`config.mk`:
```
export PLATFORM = sky130hd
export DESIGN_NAME = dwell_click_pointer_mapper
export DESIGN_NICKNAME = d
export VERILOG_FILES = /design/src/hdl/dcpm_pkg.sv /design/src/hdl/dwell_click_pointer_mapper.sv
export SDC_FILE = /design/constraint.sdc
export NUM_CORES = 1
export LEC_CHECK = 0
export BUFFER_PORTS_ARGS = -buffer_cell sky130_fd_sc_hd__clkbuf_2
export CAP_MARGIN = 5
export CORE_ASPECT_RATIO = 0.8
export CORE_MARGIN = 1.5
export CORE_UTILIZATION = 40
export CTS_CLUSTER_DIAMETER = 40
export DETAILED_ROUTE_END_ITERATION = 8
export GPL_TIMING_DRIVEN = 0
export PLACE_DENSITY = 0.6
export SYNTH_ARGS = -nofsm -noshare
export SYNTH_HDL_FRONTEND = slang
export SYNTH_SLANG_ARGS = --single-unit
```
`constraint.sdc`:
```
create_clock -name clk_i -period 19.4 [get_ports clk_i]
set_input_delay 3.88 -clock clk_i [delete_from_list [all_inputs] [get_ports clk_i]]
set_output_delay 3.88 -clock clk_i [all_outputs]
set_load 0.01 [all_outputs]
```
`src/hdl/dcpm_pkg.sv`:
```
// Shared constants and codes for the dwell-click pointer mapper.
// No dependencies; used by dwell_click_pointer_mapper.
`timescale 1ns / 1ps
`default_nettype none

package dcpm_pkg;

  // Default parameter values
  localparam int CAM_BITS_DEF   = 12;
  localparam int COUNT_BITS_DEF = 17;

  // Fixed field widths
  localparam int CMD_W     = 2;
  localparam int EDGE_W    = 12;
  localparam int SPAN_W    = 13;
  localparam int SIZE_W    = 14;
  localparam int RADIUS_W  = 12;
  localparam int TICKS_W   = 16;
  localparam int CFG_W     = 16;
  localparam int CFG_IDX_W = 3;
  localparam int SCR_W     = 15;

  // Saturation limits of the mapped coordinate
  localparam logic [SCR_W-1:0] SCR_MAX   = 15'h3FFF;
  localparam logic [SCR_W-1:0] SCR_MIN   = 15'h4000;
  localparam int               SCR_POS_LIM = 16383;
  localparam int               SCR_NEG_LIM = 16384;

  // Register reset values
  localparam logic [EDGE_W-1:0]   RST_AREA_LEFT     = 12'd0;
  localparam logic [EDGE_W-1:0]   RST_AREA_TOP      = 12'd0;
  localparam logic [SPAN_W-1:0]   RST_AREA_WIDTH    = 13'd640;
  localparam logic [SPAN_W-1:0]   RST_AREA_HEIGHT   = 13'd480;
  localparam logic [SIZE_W-1:0]   RST_SCREEN_WIDTH  = 14'd1920;
  localparam logic [SIZE_W-1:0]   RST_SCREEN_HEIGHT = 14'd1080;
  localparam logic [RADIUS_W-1:0] RST_MOVE_RADIUS   = 12'd20;
  localparam logic [TICKS_W-1:0]  RST_DWELL_TICKS   = 16'd300;

  // Input commands; the fourth code is unused and ignored
  typedef enum logic [CMD_W-1:0] {
    CMD_TICK   = 2'd0,
    CMD_POINT  = 2'd1,
    CMD_TOGGLE = 2'd2
  } cmd_e;

  // Configuration register indexes
  typedef enum logic [CFG_IDX_W-1:0] {
    REG_AREA_LEFT     = 3'd0,
    REG_AREA_TOP      = 3'd1,
    REG_AREA_WIDTH    = 3'd2,
    REG_AREA_HEIGHT   = 3'd3,
    REG_SCREEN_WIDTH  = 3'd4,
    REG_SCREEN_HEIGHT = 3'd5,
    REG_MOVE_RADIUS   = 3'd6,
    REG_DWELL_TICKS   = 3'd7
  } reg_idx_e;

endpackage

`default_nettype wire

```
`src/hdl/dwell_click_pointer_mapper.sv`:
```
// Dwell-click pointer mapper: maps camera points to screen, issues dwell clicks.
// Tick and toggle items are taken while idle and leave the block idle and ready.
// A point item runs the one-bit-per-cycle restoring divider once per axis over MAG_W
// quotient bits (MAG_W = max(CAM_BITS,12)+14), then the distance test.
// One point at a time; the next item may enter while a result waits on the output.
// rst_ni is asynchronous, active low: registers to defaults, disabled, anchor/count zero.
`timescale 1ns / 1ps
`default_nettype none

module dwell_click_pointer_mapper #(
  parameter int CAM_BITS   = dcpm_pkg::CAM_BITS_DEF,
  parameter int COUNT_BITS = dcpm_pkg::COUNT_BITS_DEF
) (
  input  wire                             clk_i,
  input  wire                             rst_ni,
  // configuration write port
  input  wire                             cfg_we_i,
  input  wire  [dcpm_pkg::CFG_IDX_W-1:0]  cfg_idx_i,
  input  wire  [dcpm_pkg::CFG_W-1:0]      cfg_data_i,
  // input items
  input  wire                             in_valid_i,
  output logic                            in_ready_o,
  input  wire  [dcpm_pkg::CMD_W-1:0]      command_i,
  input  wire  [CAM_BITS-1:0]             cam_x_i,
  input  wire  [CAM_BITS-1:0]             cam_y_i,
  // result items
  output logic                            out_valid_o,
  input  wire                             out_ready_i,
  output logic signed [dcpm_pkg::SCR_W-1:0] screen_x_o,
  output logic signed [dcpm_pkg::SCR_W-1:0] screen_y_o,
  output logic                            click_o
);

  // Widths
  // DM: magnitude of (cam - edge); MW: shared multiplier operand width
  localparam int DM     = (CAM_BITS > dcpm_pkg::EDGE_W) ? CAM_BITS : dcpm_pkg::EDGE_W;
  localparam int MW     = (DM > dcpm_pkg::SIZE_W) ? DM : dcpm_pkg::SIZE_W;
  localparam int PW     = 2 * MW;
  localparam int MAG_W  = DM + dcpm_pkg::SIZE_W;
  localparam int DCNT_W = $clog2(MAG_W + 1);
  localparam int CMP_W  = (COUNT_BITS > dcpm_pkg::TICKS_W) ? COUNT_BITS : dcpm_pkg::TICKS_W;
  localparam int SPW    = dcpm_pkg::SPAN_W;
  localparam int SCW    = dcpm_pkg::SCR_W;

  localparam logic [COUNT_BITS-1:0] COUNT_MAX = '1;

  // Sequencer
  // PREP -> MUL -> DIV (MAG_W steps) -> SAT, once per axis, then the distance test
  typedef enum logic [3:0] {
    ST_IDLE,
    ST_PREP,
    ST_MUL,
    ST_DIV,
    ST_SAT,
    ST_SQX,
    ST_SQY,
    ST_SQR,
    ST_DECIDE
  } state_e;

  state_e state_q;

  // Configuration registers
  logic [dcpm_pkg::EDGE_W-1:0]   area_left_q, area_top_q;
  logic [SPW-1:0]                area_width_q, area_height_q;
  logic [dcpm_pkg::SIZE_W-1:0]   screen_width_q, screen_height_q;
  logic [dcpm_pkg::RADIUS_W-1:0] move_radius_q;
  logic [dcpm_pkg::TICKS_W-1:0]  dwell_ticks_q;

  // Block state
  logic                  enabled_q;
  logic [CAM_BITS-1:0]   anchor_x_q, anchor_y_q;
  logic [COUNT_BITS-1:0] dwell_count_q;

  // Control
  logic              axis_q;      // 0: x axis, 1: y axis
  logic [DCNT_W-1:0] div_cnt_q;

  // Output register
  logic           out_valid_q;
  logic [SCW-1:0] screen_x_q, screen_y_q;
  logic           click_q;

  // Datapath scratch
  logic [CAM_BITS-1:0] cam_x_q, cam_y_q;
  logic [CAM_BITS-1:0] dx_q, dy_q;
  logic [DM-1:0]       dmag_q;
  logic                neg_q;
  logic                mag_zero_q;
  logic [MAG_W-1:0]    quo_q;
  logic [SPW-1:0]      rem_q;
  logic [SCW-1:0]      sx_q, sy_q;
  logic [PW-1:0]       sq_q;
  logic [PW:0]         dist_q;
  logic [PW-1:0]       prod_q;

  // Handshakes
  logic in_acc, out_acc, dec_go;

  assign in_ready_o  = (state_q == ST_IDLE);
  assign in_acc      = in_valid_i && in_ready_o;
  assign out_acc     = out_valid_q && out_ready_i;
  assign dec_go      = (state_q == ST_DECIDE) && (!out_valid_q || out_ready_i);

  assign out_valid_o = out_valid_q;
  assign screen_x_o  = screen_x_q;
  assign screen_y_o  = screen_y_q;
  assign click_o     = click_q;

  // Axis difference: |cam - edge| and its sign
  logic [CAM_BITS-1:0]         cam_sel;
  logic [dcpm_pkg::EDGE_W-1:0] edge_sel;
  logic [DM:0]                 diff;
  logic                        diff_neg;
  logic [DM-1:0]               diff_mag;
  logic [CAM_BITS-1:0]         dx_abs, dy_abs;

  always_comb begin
    cam_sel  = axis_q ? cam_y_q : cam_x_q;
    edge_sel = axis_q ? area_top_q : area_left_q;
    diff     = (DM + 1)'(cam_sel) - (DM + 1)'(edge_sel);
    diff_neg = diff[DM];
    diff_mag = diff_neg ? DM'((DM + 1)'(0) - diff) : diff[DM-1:0];
    dx_abs   = (cam_x_q >= anchor_x_q) ? (cam_x_q - anchor_x_q) : (anchor_x_q - cam_x_q);
    dy_abs   = (cam_y_q >= anchor_y_q) ? (cam_y_q - anchor_y_q) : (anchor_y_q - cam_y_q);
  end

  // Shared multiplier
  logic [MW-1:0]             mul_a, mul_b;
  logic [PW-1:0]             prod;
  logic [dcpm_pkg::SIZE_W-1:0] size_sel;

  always_comb begin
    size_sel = axis_q ? screen_height_q : screen_width_q;
    unique case (state_q)
      ST_MUL: begin
        mul_a = MW'(dmag_q);
        mul_b = MW'(size_sel);
      end
      ST_SQX: begin
        mul_a = MW'(dx_q);
        mul_b = MW'(dx_q);
      end
      ST_SQY: begin
        mul_a = MW'(dy_q);
        mul_b = MW'(dy_q);
      end
      ST_SQR: begin
        mul_a = MW'(move_radius_q);
        mul_b = MW'(move_radius_q);
      end
      default: begin
        mul_a = '0;
        mul_b = '0;
      end
    endcase
    prod = PW'(mul_a) * PW'(mul_b);
  end

  // Restoring divider step: one quotient bit a cycle
  logic [SPW-1:0] span_sel;
  logic [SPW:0]   trial;
  logic           trial_ge;
  logic [SPW-1:0] rem_next;

  always_comb begin
    span_sel = axis_q ? area_height_q : area_width_q;
    trial    = {rem_q, quo_q[MAG_W-1]};
    trial_ge = (trial >= {1'b0, span_sel});
    rem_next = trial_ge ? SPW'(trial - {1'b0, span_sel}) : trial[SPW-1:0];
  end

  // Saturation of the quotient; a zero divisor leaves all ones and saturates
  logic [SCW-1:0] sat_val;

  always_comb begin
    if (mag_zero_q) begin
      sat_val = '0;
    end else if (neg_q) begin
      sat_val = (quo_q > MAG_W'(dcpm_pkg::SCR_NEG_LIM)) ? dcpm_pkg::SCR_MIN
                                                        : SCW'(MAG_W'(0) - quo_q);
    end else begin
      sat_val = (quo_q > MAG_W'(dcpm_pkg::SCR_POS_LIM)) ? dcpm_pkg::SCR_MAX : SCW'(quo_q);
    end
  end

  // Distance test and dwell compare
  logic moved, dwell_done;

  assign moved      = (dist_q > (PW + 1)'(prod_q));
  assign dwell_done = (CMP_W'(dwell_count_q) > CMP_W'(dwell_ticks_q));

  // Control, configuration, block state and output register
  always_ff @(posedge clk_i or negedge rst_ni) begin
    if (!rst_ni) begin
      state_q         <= ST_IDLE;
      area_left_q     <= dcpm_pkg::RST_AREA_LEFT;
      area_top_q      <= dcpm_pkg::RST_AREA_TOP;
      area_width_q    <= dcpm_pkg::RST_AREA_WIDTH;
      area_height_q   <= dcpm_pkg::RST_AREA_HEIGHT;
      screen_width_q  <= dcpm_pkg::RST_SCREEN_WIDTH;
      screen_height_q <= dcpm_pkg::RST_SCREEN_HEIGHT;
      move_radius_q   <= dcpm_pkg::RST_MOVE_RADIUS;
      dwell_ticks_q   <= dcpm_pkg::RST_DWELL_TICKS;
      enabled_q       <= 1'b0;
      anchor_x_q      <= '0;
      anchor_y_q      <= '0;
      dwell_count_q   <= '0;
      axis_q          <= 1'b0;
      div_cnt_q       <= '0;
      out_valid_q     <= 1'b0;
      screen_x_q      <= '0;
      screen_y_q      <= '0;
      click_q         <= 1'b0;
    end else begin
      if (cfg_we_i) begin
        unique case (dcpm_pkg::reg_idx_e'(cfg_idx_i))
          dcpm_pkg::REG_AREA_LEFT:     area_left_q     <= cfg_data_i[dcpm_pkg::EDGE_W-1:0];
          dcpm_pkg::REG_AREA_TOP:      area_top_q      <= cfg_data_i[dcpm_pkg::EDGE_W-1:0];
          dcpm_pkg::REG_AREA_WIDTH:    area_width_q    <= cfg_data_i[SPW-1:0];
          dcpm_pkg::REG_AREA_HEIGHT:   area_height_q   <= cfg_data_i[SPW-1:0];
          dcpm_pkg::REG_SCREEN_WIDTH:  screen_width_q  <= cfg_data_i[dcpm_pkg::SIZE_W-1:0];
          dcpm_pkg::REG_SCREEN_HEIGHT: screen_height_q <= cfg_data_i[dcpm_pkg::SIZE_W-1:0];
          dcpm_pkg::REG_MOVE_RADIUS:   move_radius_q   <= cfg_data_i[dcpm_pkg::RADIUS_W-1:0];
          dcpm_pkg::REG_DWELL_TICKS:   dwell_ticks_q   <= cfg_data_i[dcpm_pkg::TICKS_W-1:0];
          default: ;
        endcase
      end

      if (out_acc) begin
        out_valid_q <= 1'b0;
      end

      unique case (state_q)
        ST_IDLE: begin
          if (in_acc) begin
            case (dcpm_pkg::cmd_e'(command_i))
              dcpm_pkg::CMD_TICK: begin
                if (dwell_count_q != COUNT_MAX) begin
                  dwell_count_q <= dwell_count_q + 1'b1;
                end
              end
              dcpm_pkg::CMD_TOGGLE: enabled_q <= !enabled_q;
              dcpm_pkg::CMD_POINT: begin
                if (enabled_q) begin
                  axis_q  <= 1'b0;
                  state_q <= ST_PREP;
                end
              end
              default: ;
            endcase
          end
        end
        ST_PREP: state_q <= ST_MUL;
        ST_MUL: begin
          div_cnt_q <= DCNT_W'(MAG_W);
          state_q   <= ST_DIV;
        end
        ST_DIV: begin
          div_cnt_q <= div_cnt_q - 1'b1;
          if (div_cnt_q == DCNT_W'(1)) begin
            state_q <= ST_SAT;
          end
        end
        ST_SAT: begin
          if (!axis_q) begin
            axis_q  <= 1'b1;
            state_q <= ST_PREP;
          end else begin
            state_q <= ST_SQX;
          end
        end
        ST_SQX: state_q <= ST_SQY;
        ST_SQY: state_q <= ST_SQR;
        ST_SQR: state_q <= ST_DECIDE;
        ST_DECIDE: begin
          // waits here while an earlier result is still held
          if (dec_go) begin
            out_valid_q <= 1'b1;
            screen_x_q  <= sx_q;
            screen_y_q  <= sy_q;
            if (moved) begin
              anchor_x_q    <= cam_x_q;
              anchor_y_q    <= cam_y_q;
              dwell_count_q <= '0;
              click_q       <= 1'b0;
            end else if (dwell_done) begin
              dwell_count_q <= '0;
              click_q       <= 1'b1;
            end else begin
              click_q <= 1'b0;
            end
            state_q <= ST_IDLE;
          end
        end
        default: state_q <= ST_IDLE;
      endcase
    end
  end

  // Datapath scratch registers
  always_ff @(posedge clk_i) begin
    if (in_acc) begin
      cam_x_q <= cam_x_i;
      cam_y_q <= cam_y_i;
    end
    case (state_q)
      ST_PREP: begin
        dmag_q <= diff_mag;
        neg_q  <= diff_neg;
        dx_q   <= dx_abs;
        dy_q   <= dy_abs;
      end
      ST_MUL: begin
        quo_q      <= prod[MAG_W-1:0];
        rem_q      <= '0;
        mag_zero_q <= (dmag_q == '0) || (size_sel == '0);
      end
      ST_DIV: begin
        quo_q <= {quo_q[MAG_W-2:0], trial_ge};
        rem_q <= rem_next;
      end
      ST_SAT: begin
        if (axis_q) begin
          sy_q <= sat_val;
        end else begin
          sx_q <= sat_val;
        end
      end
      ST_SQX: sq_q <= prod;
      ST_SQY: prod_q <= prod;
      ST_SQR: begin
        dist_q <= (PW + 1)'(sq_q) + (PW + 1)'(prod_q);
        prod_q <= prod;
      end
      default: ;
    endcase
  end

`ifndef ASSERT_OFF
  // Point work only runs while enabled; toggles are taken only when idle
  a_busy_enabled : assert property (@(posedge clk_i) disable iff (!rst_ni)
    (state_q != ST_IDLE) |-> enabled_q)
    else $error("point in progress while disabled");

  // Divider never runs with an exhausted step count
  a_div_cnt : assert property (@(posedge clk_i) disable iff (!rst_ni)
    (state_q == ST_DIV) |-> (div_cnt_q != '0))
    else $error("divider step count underflow");

  // Dwell counter saturates on a tick
  a_count_sat : assert property (@(posedge clk_i) disable iff (!rst_ni)
    (in_acc && (command_i == dcpm_pkg::CMD_TICK) && (dwell_count_q == COUNT_MAX))
    |=> (dwell_count_q == COUNT_MAX))
    else $error("dwell counter wrapped");

  // A fresh click always restarts the dwell
  a_click_clears : assert property (@(posedge clk_i) disable iff (!rst_ni)
    ($rose(out_valid_q) && click_q) |-> (dwell_count_q == '0))
    else $error("click issued without clearing dwell count");

  // Results come only from the decision step
  a_result_src : assert property (@(posedge clk_i) disable iff (!rst_ni)
    $rose(out_valid_q) |-> ($past(state_q) == ST_DECIDE))
    else $error("result raised outside decision step");
`endif

endmodule

`default_nettype wire
```
==> results.toml, run 1 <==
[detailed_routing]
postRouteAntennaNets = 0
dr.pass1.iters = 5
vias_per_cell = 5.28
vias = 19792
post_drt_wl_per_cell_um = 18.3
finalWirelength_um = 68700
drc = 0
first_iter_violations = 1327

[synthesis]
ys_ff_latch = 406
synth_cell_type_count = 84
syn_avg_cell_area_um2 = 10.5
synth_area_um2 = 27600
ys.flop_type = "edfxtp_1"
syn_nets = 3040
synth_edf_count = 216
netlist_instances = 2643
yosys_warnings = 0
synth_async_sr_flop_share_pct = 46.8
yosysSeqAreaShare_pct = 40.8

[grt]
grt_pass1_wl_um = 110000
grt_max_degree = 99
antenna_found_initial = 0
grt_pass1_vias = 19986
track_usage_pct = 19.5
gr-total-overflow = 0

[floorplan]
dieArea_um2 = 70700
die_y_um = 238
num_io_pins = 83
fp.dieW_um = 297
rows = 85
start_util_pct = 40.7
core_um2 = 67900

[place]
port_buffers = 80
dp.cells = 3640
place.gp.congestion = 0.887
hpwl_um = 53500

[cts]
postCtsHoldBufs = 0
cts_setup_buffers = 0
clk_latency_ns = 0.62
clockBufferDepth = 3
cts.repair.resized = 0
clk_pin_slew_ns = 0.06
cts-root-buf = "clkbuf_16"
clock_sinks = 406
cts_tree = "yes"
cts_buffers = 58
htree_levels = 2

[final_layout]
multi_input_area_um2 = 14900
diodes = 0
n_fill_cell = 6391
seq_area_um2 = 11300
drive_gt1_share_pct = 13.5
area_delta_synth_final_pct = 13.2
final_common_cell = "nand2_1"
final_nets = 3184
final_util_pct = 46.1
final_cells = 3750
final_cell_mix = "334 x nand2_1, 295 x inv_1, 219 x ha_1"

[power]
sequentialPowerShare_pct = 28.8
switching_share_pct = 42.8
internal_power_mw = 3.09
p_total_mw = 5.39
power.leakage_nw = 14.3
ir_worst_vdd_uv = 85.6
p_comb_share_pct = 51.3
power.switching_mw = 2.31
power_frac_clock_pct = 19.8
power_density_nw_per_um2 = 172

[timing]
max_slew_margin_pct = 22.8
drv_slew = 0
layout_min_cycle_time_ns = 8.39
hold_slack_ns = 0.442
rsz0062_at_grt = "false"
fin_crit_sh_pct = 43.2
setup_tns_ns = 0
worst_slew_pin_slew_ns = 1.15
hold_viol = 0
finalSetupViolCount = 0
fmax_mhz = 119
finClkSkew_ns = 0.0328

[critical_path]
cp.arrival_ns = 8.74
cp_slowest_cell = "fa_1"
required_ns = 19.75
reg2reg_depth = 26
crit_top_cell = "fa_1"
cp-end-kind = "register"
crit_type = "register to register"
max_stage_delay_ns = 0.56
cp-start-kind = "register"
r2r_setup_slack_ns = 11.01
timing.rr.end = "quo_q[24]"
r2r_start = "state_q[3]"
path_max_fanout = 10

[flow_run]
maxCapViolCount = 0

[worst_hold_path]
holdCritStartpoint = "sy_q[0]"
hold_end = "screen_y_o[0]"
min_path_type = "register to register"
holdPathStages = 2

[outcome]
outcome = "completed"
-- Yosys cell counts, drive strengths merged (21+ instances only) --
cell type	count	area, µm²
fa	128	2560
and3	21	131
nor2	148	556
a21o	61	458
dfrtp	170	4250
o21a	36	270
xnor2	58	516
and2	42	263
a31oi	31	194
nor3	47	235
xor2	33	289
edfxtp	216	6490
nor2b	23	151
clkbuf	71	267
nand2	334	1250
o21ai	86	430
a21oi	128	659
mux2	124	1400
inv	298	1120
mux2i	101	1010
nand3	23	115
ha	219	2740
-- state kept, by name, summed over array words and instances, names as in the netlist, 14 cells and up --
name	cells
screen_height_q	14
screen_y_o	15
dwell_count_q	17
sy_q	15
dwell_ticks_q	16
screen_x_o	15
dist_q	29
prod_q	28
sx_q	15
quo_q	26
sq_q	28
screen_width_q	14
-- stage by stage --
step	instance area (µm²)	setup WS [ns]
floorplan	27600	12.65
global placement	29200	10.57
detailed placement	29300	11.26
CTS	31300	11.16
global route	31300	10.71
finish	31300	11.01
-- worst max-delay path by stage --
| stage | startpoint | to | slack [ns] | cells past startpoint |
|---|---|---|---|---|
| after floorplan | state_q[3] | quo_q[24] | 12.65 | 27 |
| after global placement | rst_ni | dwell_count_q[6] | 10.57 | 1 |
| after detailed placement | state_q[3] | quo_q[24] | 11.26 | 26 |
| after CTS | state_q[2] | quo_q[24] | 11.16 | 26 |
| after global routing | state_q[3] | quo_q[24] | 10.71 | 26 |
| final | state_q[3] | quo_q[24] | 11.01 | 26 |
-- power groups by stage --
stage,clock network (mW),registers (mW),logic (mW)
CTS,1.09,1.55,2.78
detailed placement,0,1.57,2.76
finish,1.07,1.55,2.77
global placement,0,1.56,2.69
global route,1.13,1.59,3.12
floorplan,0,1.50,2.05
-- cell families (layout without fill, tap and decap cells) --
group                      count (synthesis)  count (layout)  share of synthesized area, %
and+or+nand+nor                          741             741                          12.6
AOI/OAI and AO/OA                        447             447                          10.6
DFF                                      406             406                          40.8
buffers and inverters                    386             580                          5.30
adders and majority gates                347             347                          19.2
muxes                                    225             225                          8.71
xor gates and xnor gates                  91              91                          2.91
-- critical path, delay by kind of cell (launching register included) --
family | cells | cell delay [ns]
compound gates | 5 | 1.73
xor+xnor | 1 | 0.22
fa+ha+maj | 6 | 2.95
buf+inv | 8 | 1.39
flops | 1 | 0.36
mux | 1 | 0.29
simple gates | 5 | 1.18
-- layer usage --
layer | share of wire [%] | track usage, % | wire, µm
met4 | 2.2 | 4.92 | 1520
met5 | 0 | 0 | 0
met2 | 45 | 31.1 | 31200
met1 | 48 | 28.2 | 33100
met3 | 4.2 | 2.32 | 2880
-- final cells by class --
cell class / count / share of cell area (%)
well taps: 913 / 3.65
clock inverters: 44 / 1.43
inverters: 298 / 3.58
flip-flops and latches: 406 / 36.0
multi-input cells: 1851 / 47.7
repair buffers: 84 / 1.60
clock buffers: 66 / 4.94
plain buffers: 88 / 1.10
Power figures use the tool's default switching activity.
==> inputs of run 2 (changes only) <==
--- a/config.mk
+++ b/config.mk
@@ -5,6 +5,7 @@
 export SDC_FILE = /design/constraint.sdc
 export NUM_CORES = 1
 export LEC_CHECK = 0
+export ABC_AREA = 1
 export BUFFER_PORTS_ARGS = -buffer_cell sky130_fd_sc_hd__clkbuf_2
 export CAP_MARGIN = 5
 export CORE_ASPECT_RATIO = 0.8
@@ -13,7 +14,7 @@
 export CTS_CLUSTER_DIAMETER = 40
 export DETAILED_ROUTE_END_ITERATION = 8
 export GPL_TIMING_DRIVEN = 0
-export PLACE_DENSITY = 0.6
+export PLACE_DENSITY = 0.62
 export SYNTH_ARGS = -nofsm -noshare
 export SYNTH_HDL_FRONTEND = slang
 export SYNTH_SLANG_ARGS = --single-unit
==> constraint.sdc (replaced) <==
create_clock -name clk_i -period 7.1 [get_ports clk_i]
set_input_delay 1.42 -clock clk_i [delete_from_list [all_inputs] [get_ports clk_i]]
set_output_delay 1.42 -clock clk_i [all_outputs]
set_load 0.01 [all_outputs]
==> run 2 against run 1 <==
Flip-flop and latch count unchanged. Via count rose by 13%. Power grew 150%. Clock power rose to 2.6 times the previous value. Setup slack lost 11 ns. Critical path type unchanged. Critical endpoint is now sq_q[23]. Largest cell class unchanged.
==> results.toml, run 2 <==
[timing]
max_slew_margin_pct = 41.6
fmax_mhz = 149
drv_slew = 0
finClkSkew_ns = 0.0248
worst_slew_pin_slew_ns = 0.874
rsz0062_at_grt = "false"
fin_crit_sh_pct = 94.8
layout_min_cycle_time_ns = 6.73
finalSetupViolCount = 0
hold_viol = 0
setup_tns_ns = 0

[grt]
grt_pass1_vias = 21825
antenna_found_initial = 1
grt_pass1_wl_um = 118000
gr-total-overflow = 0
track_usage_pct = 20.3
grt_max_degree = 103

[cts]
clk_latency_ns = 0.62
htree_levels = 2
clk_pin_slew_ns = 0.06
clockBufferDepth = 3
postCtsHoldBufs = 0
cts_tree = "yes"
clock_sinks = 406
cts-root-buf = "clkbuf_16"
cts_buffers = 55

[detailed_routing]
finalWirelength_um = 73100
post_drt_wl_per_cell_um = 16.3
vias = 22396
postRouteAntennaNets = 0
dr.pass1.iters = 6
drc = 0
vias_per_cell = 5.01
first_iter_violations = 1724

[synthesis]
yosysMostFrequentCell = "nand2_1"
yosys-top-cells-area = "edfxtp_1 23%, dfrtp_1 15%, nand2_1 12%, ha_1 9.6%, fa_1 9.0%"
synth_edf_count = 216
synth_cell_type_count = 54
synth_common_cells = "882 x nand2_1, 522 x inv_1, 258 x o21ai_0"
yosys_warnings = 0
ys.flop_type = "edfxtp_1"
syn_avg_cell_area_um2 = 8.50
netlist_instances = 3346
syn_nets = 3743
synth_async_sr_flop_share_pct = 46.8
synth_top_area_share_pct = 22.8
synth_area_um2 = 28500
ys_ff_latch = 406
yosys.area.top_type = "edfxtp_1"
yosysSeqAreaShare_pct = 39.6

[power]
power_density_nw_per_um2 = 419
ir_worst_vdd_uv = 242
p_total_mw = 13.5
power.leakage_nw = 15.6

[floorplan]
start_util_pct = 40.4
num_io_pins = 83
rows = 87
fp.dieW_um = 301
die_y_um = 242
dieArea_um2 = 72700
core_um2 = 70400

[final_layout]
largest_reg_flops = 29
n_fill_cell = 6913
final_common_cell = "nand2_1"
area_delta_synth_final_pct = 13.1
reg_top3 = "dist_q x29, prod_q x28, sq_q x28"
final_nets = 3890
seq_area_um2 = 11300
drive_gt1_share_pct = 8.39
final_cell_mix = "882 x nand2_1, 522 x inv_1, 258 x o21ai_0"
top_register = "dist_q"
multi_input_area_um2 = 14900

[flow_run]
maxCapViolCount = 0

[place]
hpwl_um = 57700
port_buffers = 82
place.gp.congestion = 0.945

[critical_path]
cp-end-kind = "register"
required_ns = 7.44
path_max_fanout = 38
timing.rr.end = "sq_q[23]"
crit_type = "register to register"
cp-start-kind = "register"
cp.arrival_ns = 7.08
r2r_setup_slack_ns = 0.37
reg2reg_depth = 26
r2r_start = "state_q[3]"

[worst_hold_path]
holdCritStartpoint = "sx_q[7]"
hold_end = "screen_x_o[7]"
holdPathStages = 2
min_path_type = "register to register"

[outcome]
outcome = "completed"
## run 2: cell types whose count changed in the layout (fill, tap and decap cells not counted), moves of 26 or more
cell / delta
nand2_1: +548
inv_1: +227
o21ai_0: +185
mux2_2: -124
nand3_1: +80
mux2i_1: -75
nor2_1: +55
a21o_1: -52
xor2_1: +49
a21oi_1: +38
o21a_1: -32
and2_1: -30
xnor2_1: -26
## run 2: per-layer routing
metal / vias up / routed length (µm) / GRT usage, %
li1: 11123 / - / -
met5: - / 0 / 0
met4: 0 / 1590 / 4.82
met2: 599 / 31100 / 30.4
met1: 10566 / 36100 / 30.4
met3: 108 / 4320 / 3.23
## run 2: critical path, stage by stage (launching register included)
cell     delay (ns)
dfrtp_1        0.45
nor2_4         0.25
nand2_2        0.13
inv_1          0.16
buf_8          0.30
a32o_1         0.23
nor2_1         0.14
inv_1          0.11
buf_2          0.27
nand2_1        0.12
fa_1           0.57
fa_1           0.46
fa_1           0.51
inv_1          0.06
fa_1           0.53
inv_1          0.05
fa_1           0.52
inv_1          0.04
ha_1           0.35
a21oi_1        0.28
o21ai_0        0.17
nand2_1        0.09
nand2_1        0.06
nand2_1        0.06
nand3_1        0.09
or2_2          0.29
and2_1         0.17
## run 2: repair_timing
| action | in CTS | in global routing |
|---|---|---|
| pin swaps | 0 | 1 |
| setup buffers | 0 | 2 |
| resized for setup | 5 | 17 |
| endpoints found under the setup margin | 47 | 47 |
| gates cloned | 0 | 1 |
## run 2: cells by family (layout without fill, tap and decap cells)
group | count (synthesis) | after routing | synth area share (%)
buffers and inverters | 619 | 811 | 8.42
adder cells (fa/ha/maj) | 347 | 347 | 18.6
AND/OR/NAND/NOR | 1317 | 1317 | 18.9
multiplexers | 26 | 26 | 0.915
AO/OA/AOI/OAI | 517 | 517 | 10.0
other | 0 | 1 | 0
XOR/XNOR | 114 | 114 | 3.51
flip-flops | 406 | 406 | 39.6
## run 2: worst max-delay path by stage
stage	from	endpoint	slack (ns)	depth (start not counted)
global route	state_q[3]	sq_q[20]	0.02	28
global placement	state_q[3]	sq_q[26]	-0.41	28
finish	state_q[3]	sq_q[23]	0.37	26
CTS	state_q[3]	sq_q[26]	0.02	28
floorplan	state_q[3]	prod_q[23]	0.92	26
detailed placement	state_q[3]	prod_q[25]	-0.44	26
## run 2: per-stage QoR
step | util, % | cells | area [µm²] | hold WS [ns] | setup slack (ns)
3_3_place_gp | 42.6 | 4362 | 30000 | 0.434 | -0.406
6_report | 45.7 | 4473 | 32200 | 0.444 | 0.366
5_1_grt | 45.7 | 4472 | 32200 | 0.474 | 0.0242
2_1_floorplan | - | 3346 | 28500 | 0.426 | 0.916
4_1_cts | 45.5 | 4469 | 32100 | 0.447 | 0.0194
3_5_place_dp | 42.8 | 4367 | 30200 | 0.434 | -0.436
## run 2: where the power goes
group | total [mW] | internal [mW] | switching, mW
clock | 2.81 | 1.68 | 1.13
sequential | 3.89 | 3.50 | 0.383
combinational | 6.77 | 2.25 | 4.52
total | 13.5 | 7.43 | 6.03
## run 2: layout make-up
type | instances | share of cell area, %
Clock buffer | 64 | 4.51
Timing Repair Buffer | 90 | 1.72
Sequential cell | 406 | 35.0
Buffer | 85 | 1.30
Antenna cell | 1 | 0.00778
Inverter | 534 | 6.23
Tap cell | 934 | 3.63
Clock inverter | 38 | 1.35
Multi-Input combinational cell | 2321 | 46.2
==> inputs of run 3 (changes only) <==
--- a/config.mk
+++ b/config.mk
@@ -6,15 +6,16 @@
 export NUM_CORES = 1
 export LEC_CHECK = 0
 export ABC_AREA = 1
-export BUFFER_PORTS_ARGS = -buffer_cell sky130_fd_sc_hd__clkbuf_2
 export CAP_MARGIN = 5
-export CORE_ASPECT_RATIO = 0.8
+export CORE_ASPECT_RATIO = 0.5
 export CORE_MARGIN = 1.5
 export CORE_UTILIZATION = 40
 export CTS_CLUSTER_DIAMETER = 40
 export DETAILED_ROUTE_END_ITERATION = 8
+export DONT_BUFFER_PORTS = 1
 export GPL_TIMING_DRIVEN = 0
-export PLACE_DENSITY = 0.62
+export PLACE_DENSITY = 0.61
+export SKIP_LAST_GASP = 1
 export SYNTH_ARGS = -nofsm -noshare
 export SYNTH_HDL_FRONTEND = slang
 export SYNTH_SLANG_ARGS = --single-unit
==> run 3 against run 2 <==
Die area increased by 0.12%. Power decreased by 2.2%. Clock skew about the same. Count of clock-buffer cells in the layout decreased by 3. Setup slack improved by 0.027 ns. Combinational power decreased by 3%. Critical path type unchanged. Clock power decreased by 7%. Cell count decreased by 1.9%. Routed wire length decreased by 0.56%.
==> results.toml, run 3 (synthesis results as in run 2) <==
[cts]
clockBufferDepth = 3
htree_levels = 2
postCtsHoldBufs = 0
clk_pin_slew_ns = 0.06
clk_latency_ns = 0.61
cts_buffers = 49
cts_tree = "yes"
cts-root-buf = "clkbuf_16"
clock_sinks = 406

[power]
ir_worst_vdd_uv = 277
power.leakage_nw = 15.2
power_density_nw_per_um2 = 417

[grt]
antenna_found_initial = 0
grt_pass1_wl_um = 116000
grt_pass1_vias = 21776
grt_max_degree = 191
gr-total-overflow = 0
track_usage_pct = 20.0

[timing]
fmax_mhz = 149
fin_crit_sh_pct = 94.5
hold_viol = 0
setup_tns_ns = 0
finalSetupViolCount = 0
max_slew_margin_pct = 33.8
finClkSkew_ns = 0.0251
worst_slew_pin_slew_ns = 0.991
layout_min_cycle_time_ns = 6.71
drv_slew = 0

[critical_path]
setup.worst_path.start = "state_q[0]"
timing.rr.end = "quo_q[15]"
cp-end-kind = "register"
reg2reg_depth = 26
required_ns = 7.54
cp-start-kind = "register"
crit_top_cell = "inv_1"
r2r_setup_slack_ns = 0.39
path_max_fanout = 38
cp.arrival_ns = 7.14
cp_slowest_cell = "fa_1"
r2r_start = "state_q[0]"
max_stage_delay_ns = 0.54
crit_type = "register to register"
critPathCapture = "quo_q[15]"

[final_layout]
final_cell_mix = "882 x nand2_1, 522 x inv_1, 257 x o21ai_0"
final_nets = 3800
final_cells = 4389
diodes = 0
drive_gt1_share_pct = 5.95
reg_top3 = "dist_q x29, prod_q x28, sq_q x28"
largest_reg_flops = 29
area_delta_synth_final_pct = 10.9
final_util_pct = 45.3
final_cell_area_um2 = 31600
final_common_cell = "nand2_1"
top_register = "dist_q"

[floorplan]
fp.dieW_um = 380
start_util_pct = 40.8
dieArea_um2 = 72800
core_um2 = 69700
rows = 68
die_y_um = 192
num_io_pins = 83

[detailed_routing]
first_iter_violations = 1663
dr.pass1.iters = 5
post_drt_wl_per_cell_um = 16.6
postRouteAntennaNets = 0
drc = 0
finalWirelength_um = 72700
vias = 22132
vias_per_cell = 5.04

[place]
hpwl_um = 57100
dp.cells = 4293
dpl_cell_area_um2 = 29700
port_buffers = 0
place.gp.congestion = 0.943

[flow_run]
maxCapViolCount = 0

[outcome]
outcome = "completed"

[worst_hold_path]
min_path_type = "register to register"
run 3: cell types whose count changed in the layout (fill, tap and decap cells not counted), moves of 2 or more:
| cell | change |
|---|---|
| clkbuf_1 | -2 |
| clkbuf_2 | -80 |
| buf_8 | -2 |
| clkbuf_8 | +4 |
| clkinv_8 | -3 |
| clkinvlp_4 | -7 |
| clkbuf_16 | -6 |
| clkinv_2 | +2 |
run 3: repair_timing:
item,in CTS,in global routing
pin swaps,0,1
gates resized for setup,5,20
setup endpoints to repair,39,39
gates cloned,0,1
buffers inserted,0,3
run 3: worst max-delay path, delay by kind of cell, from the launching register on:
kind	cells	cell delay [ns]
AND/OR/NAND/NOR	8	1.48
AO/OA/AOI/OAI	3	0.53
flip-flops	1	0.44
XOR/XNOR	1	0.34
adder cells (fa/ha/maj)	6	2.88
buffers and inverters	8	0.83
run 3: worst min-delay path by stage:
stage | from | end | slack, ns | cells after the start
global placement | sx_q[2] | screen_x_o[2] | 0.43 | 2
global route | sy_q[13] | screen_y_o[13] | 0.48 | 2
finish | sy_q[9] | screen_y_o[9] | 0.45 | 2
floorplan | sx_q[0] | screen_x_o[0] | 0.43 | 2
CTS | sy_q[9] | screen_y_o[9] | 0.45 | 2
detailed placement | sy_q[9] | screen_y_o[9] | 0.44 | 2
run 3: final cells by class:
cell class / instances / area [µm²]
fill: 6823 / 38100
multi-input combinational: 2321 / 14900
clock buffer: 61 / 1350
clock inverter: 31 / 357
tap: 945 / 1180
buffer: 85 / 417
sequential: 406 / 11300
timing repair buffer: 6 / 87.6
inverter: 534 / 2000
run 3: through the flow:
stage	setup slack [ns]	hold WS [ns]	power, mW
floorplan	0.916	0.426	8.67
global placement	-0.312	0.431	10.4
detailed placement	-0.426	0.436	10.5
CTS	0.0402	0.450	13.2
global route	-0.0145	0.478	14.3
finish	0.393	0.447	13.2
run 3: layer usage:
layer	routed length [µm]	share of wire (%)	vias to the layer above	global-route usage [%]
met5	0	0	-	0
met2	33000	45	498	32.4
met4	1750	2.4	0	5.85
met1	34400	47	10590	27.8
met3	3510	4.8	116	3.01
li1	-	-	10928	-
run 3: power breakdown:
| part | switching (mW) | internal [mW] |
|---|---|---|
| Sequential | 0.443 | 3.51 |
| Clock | 1.06 | 1.56 |
| Combinational | 4.38 | 2.22 |
| Total | 5.88 | 7.28 |
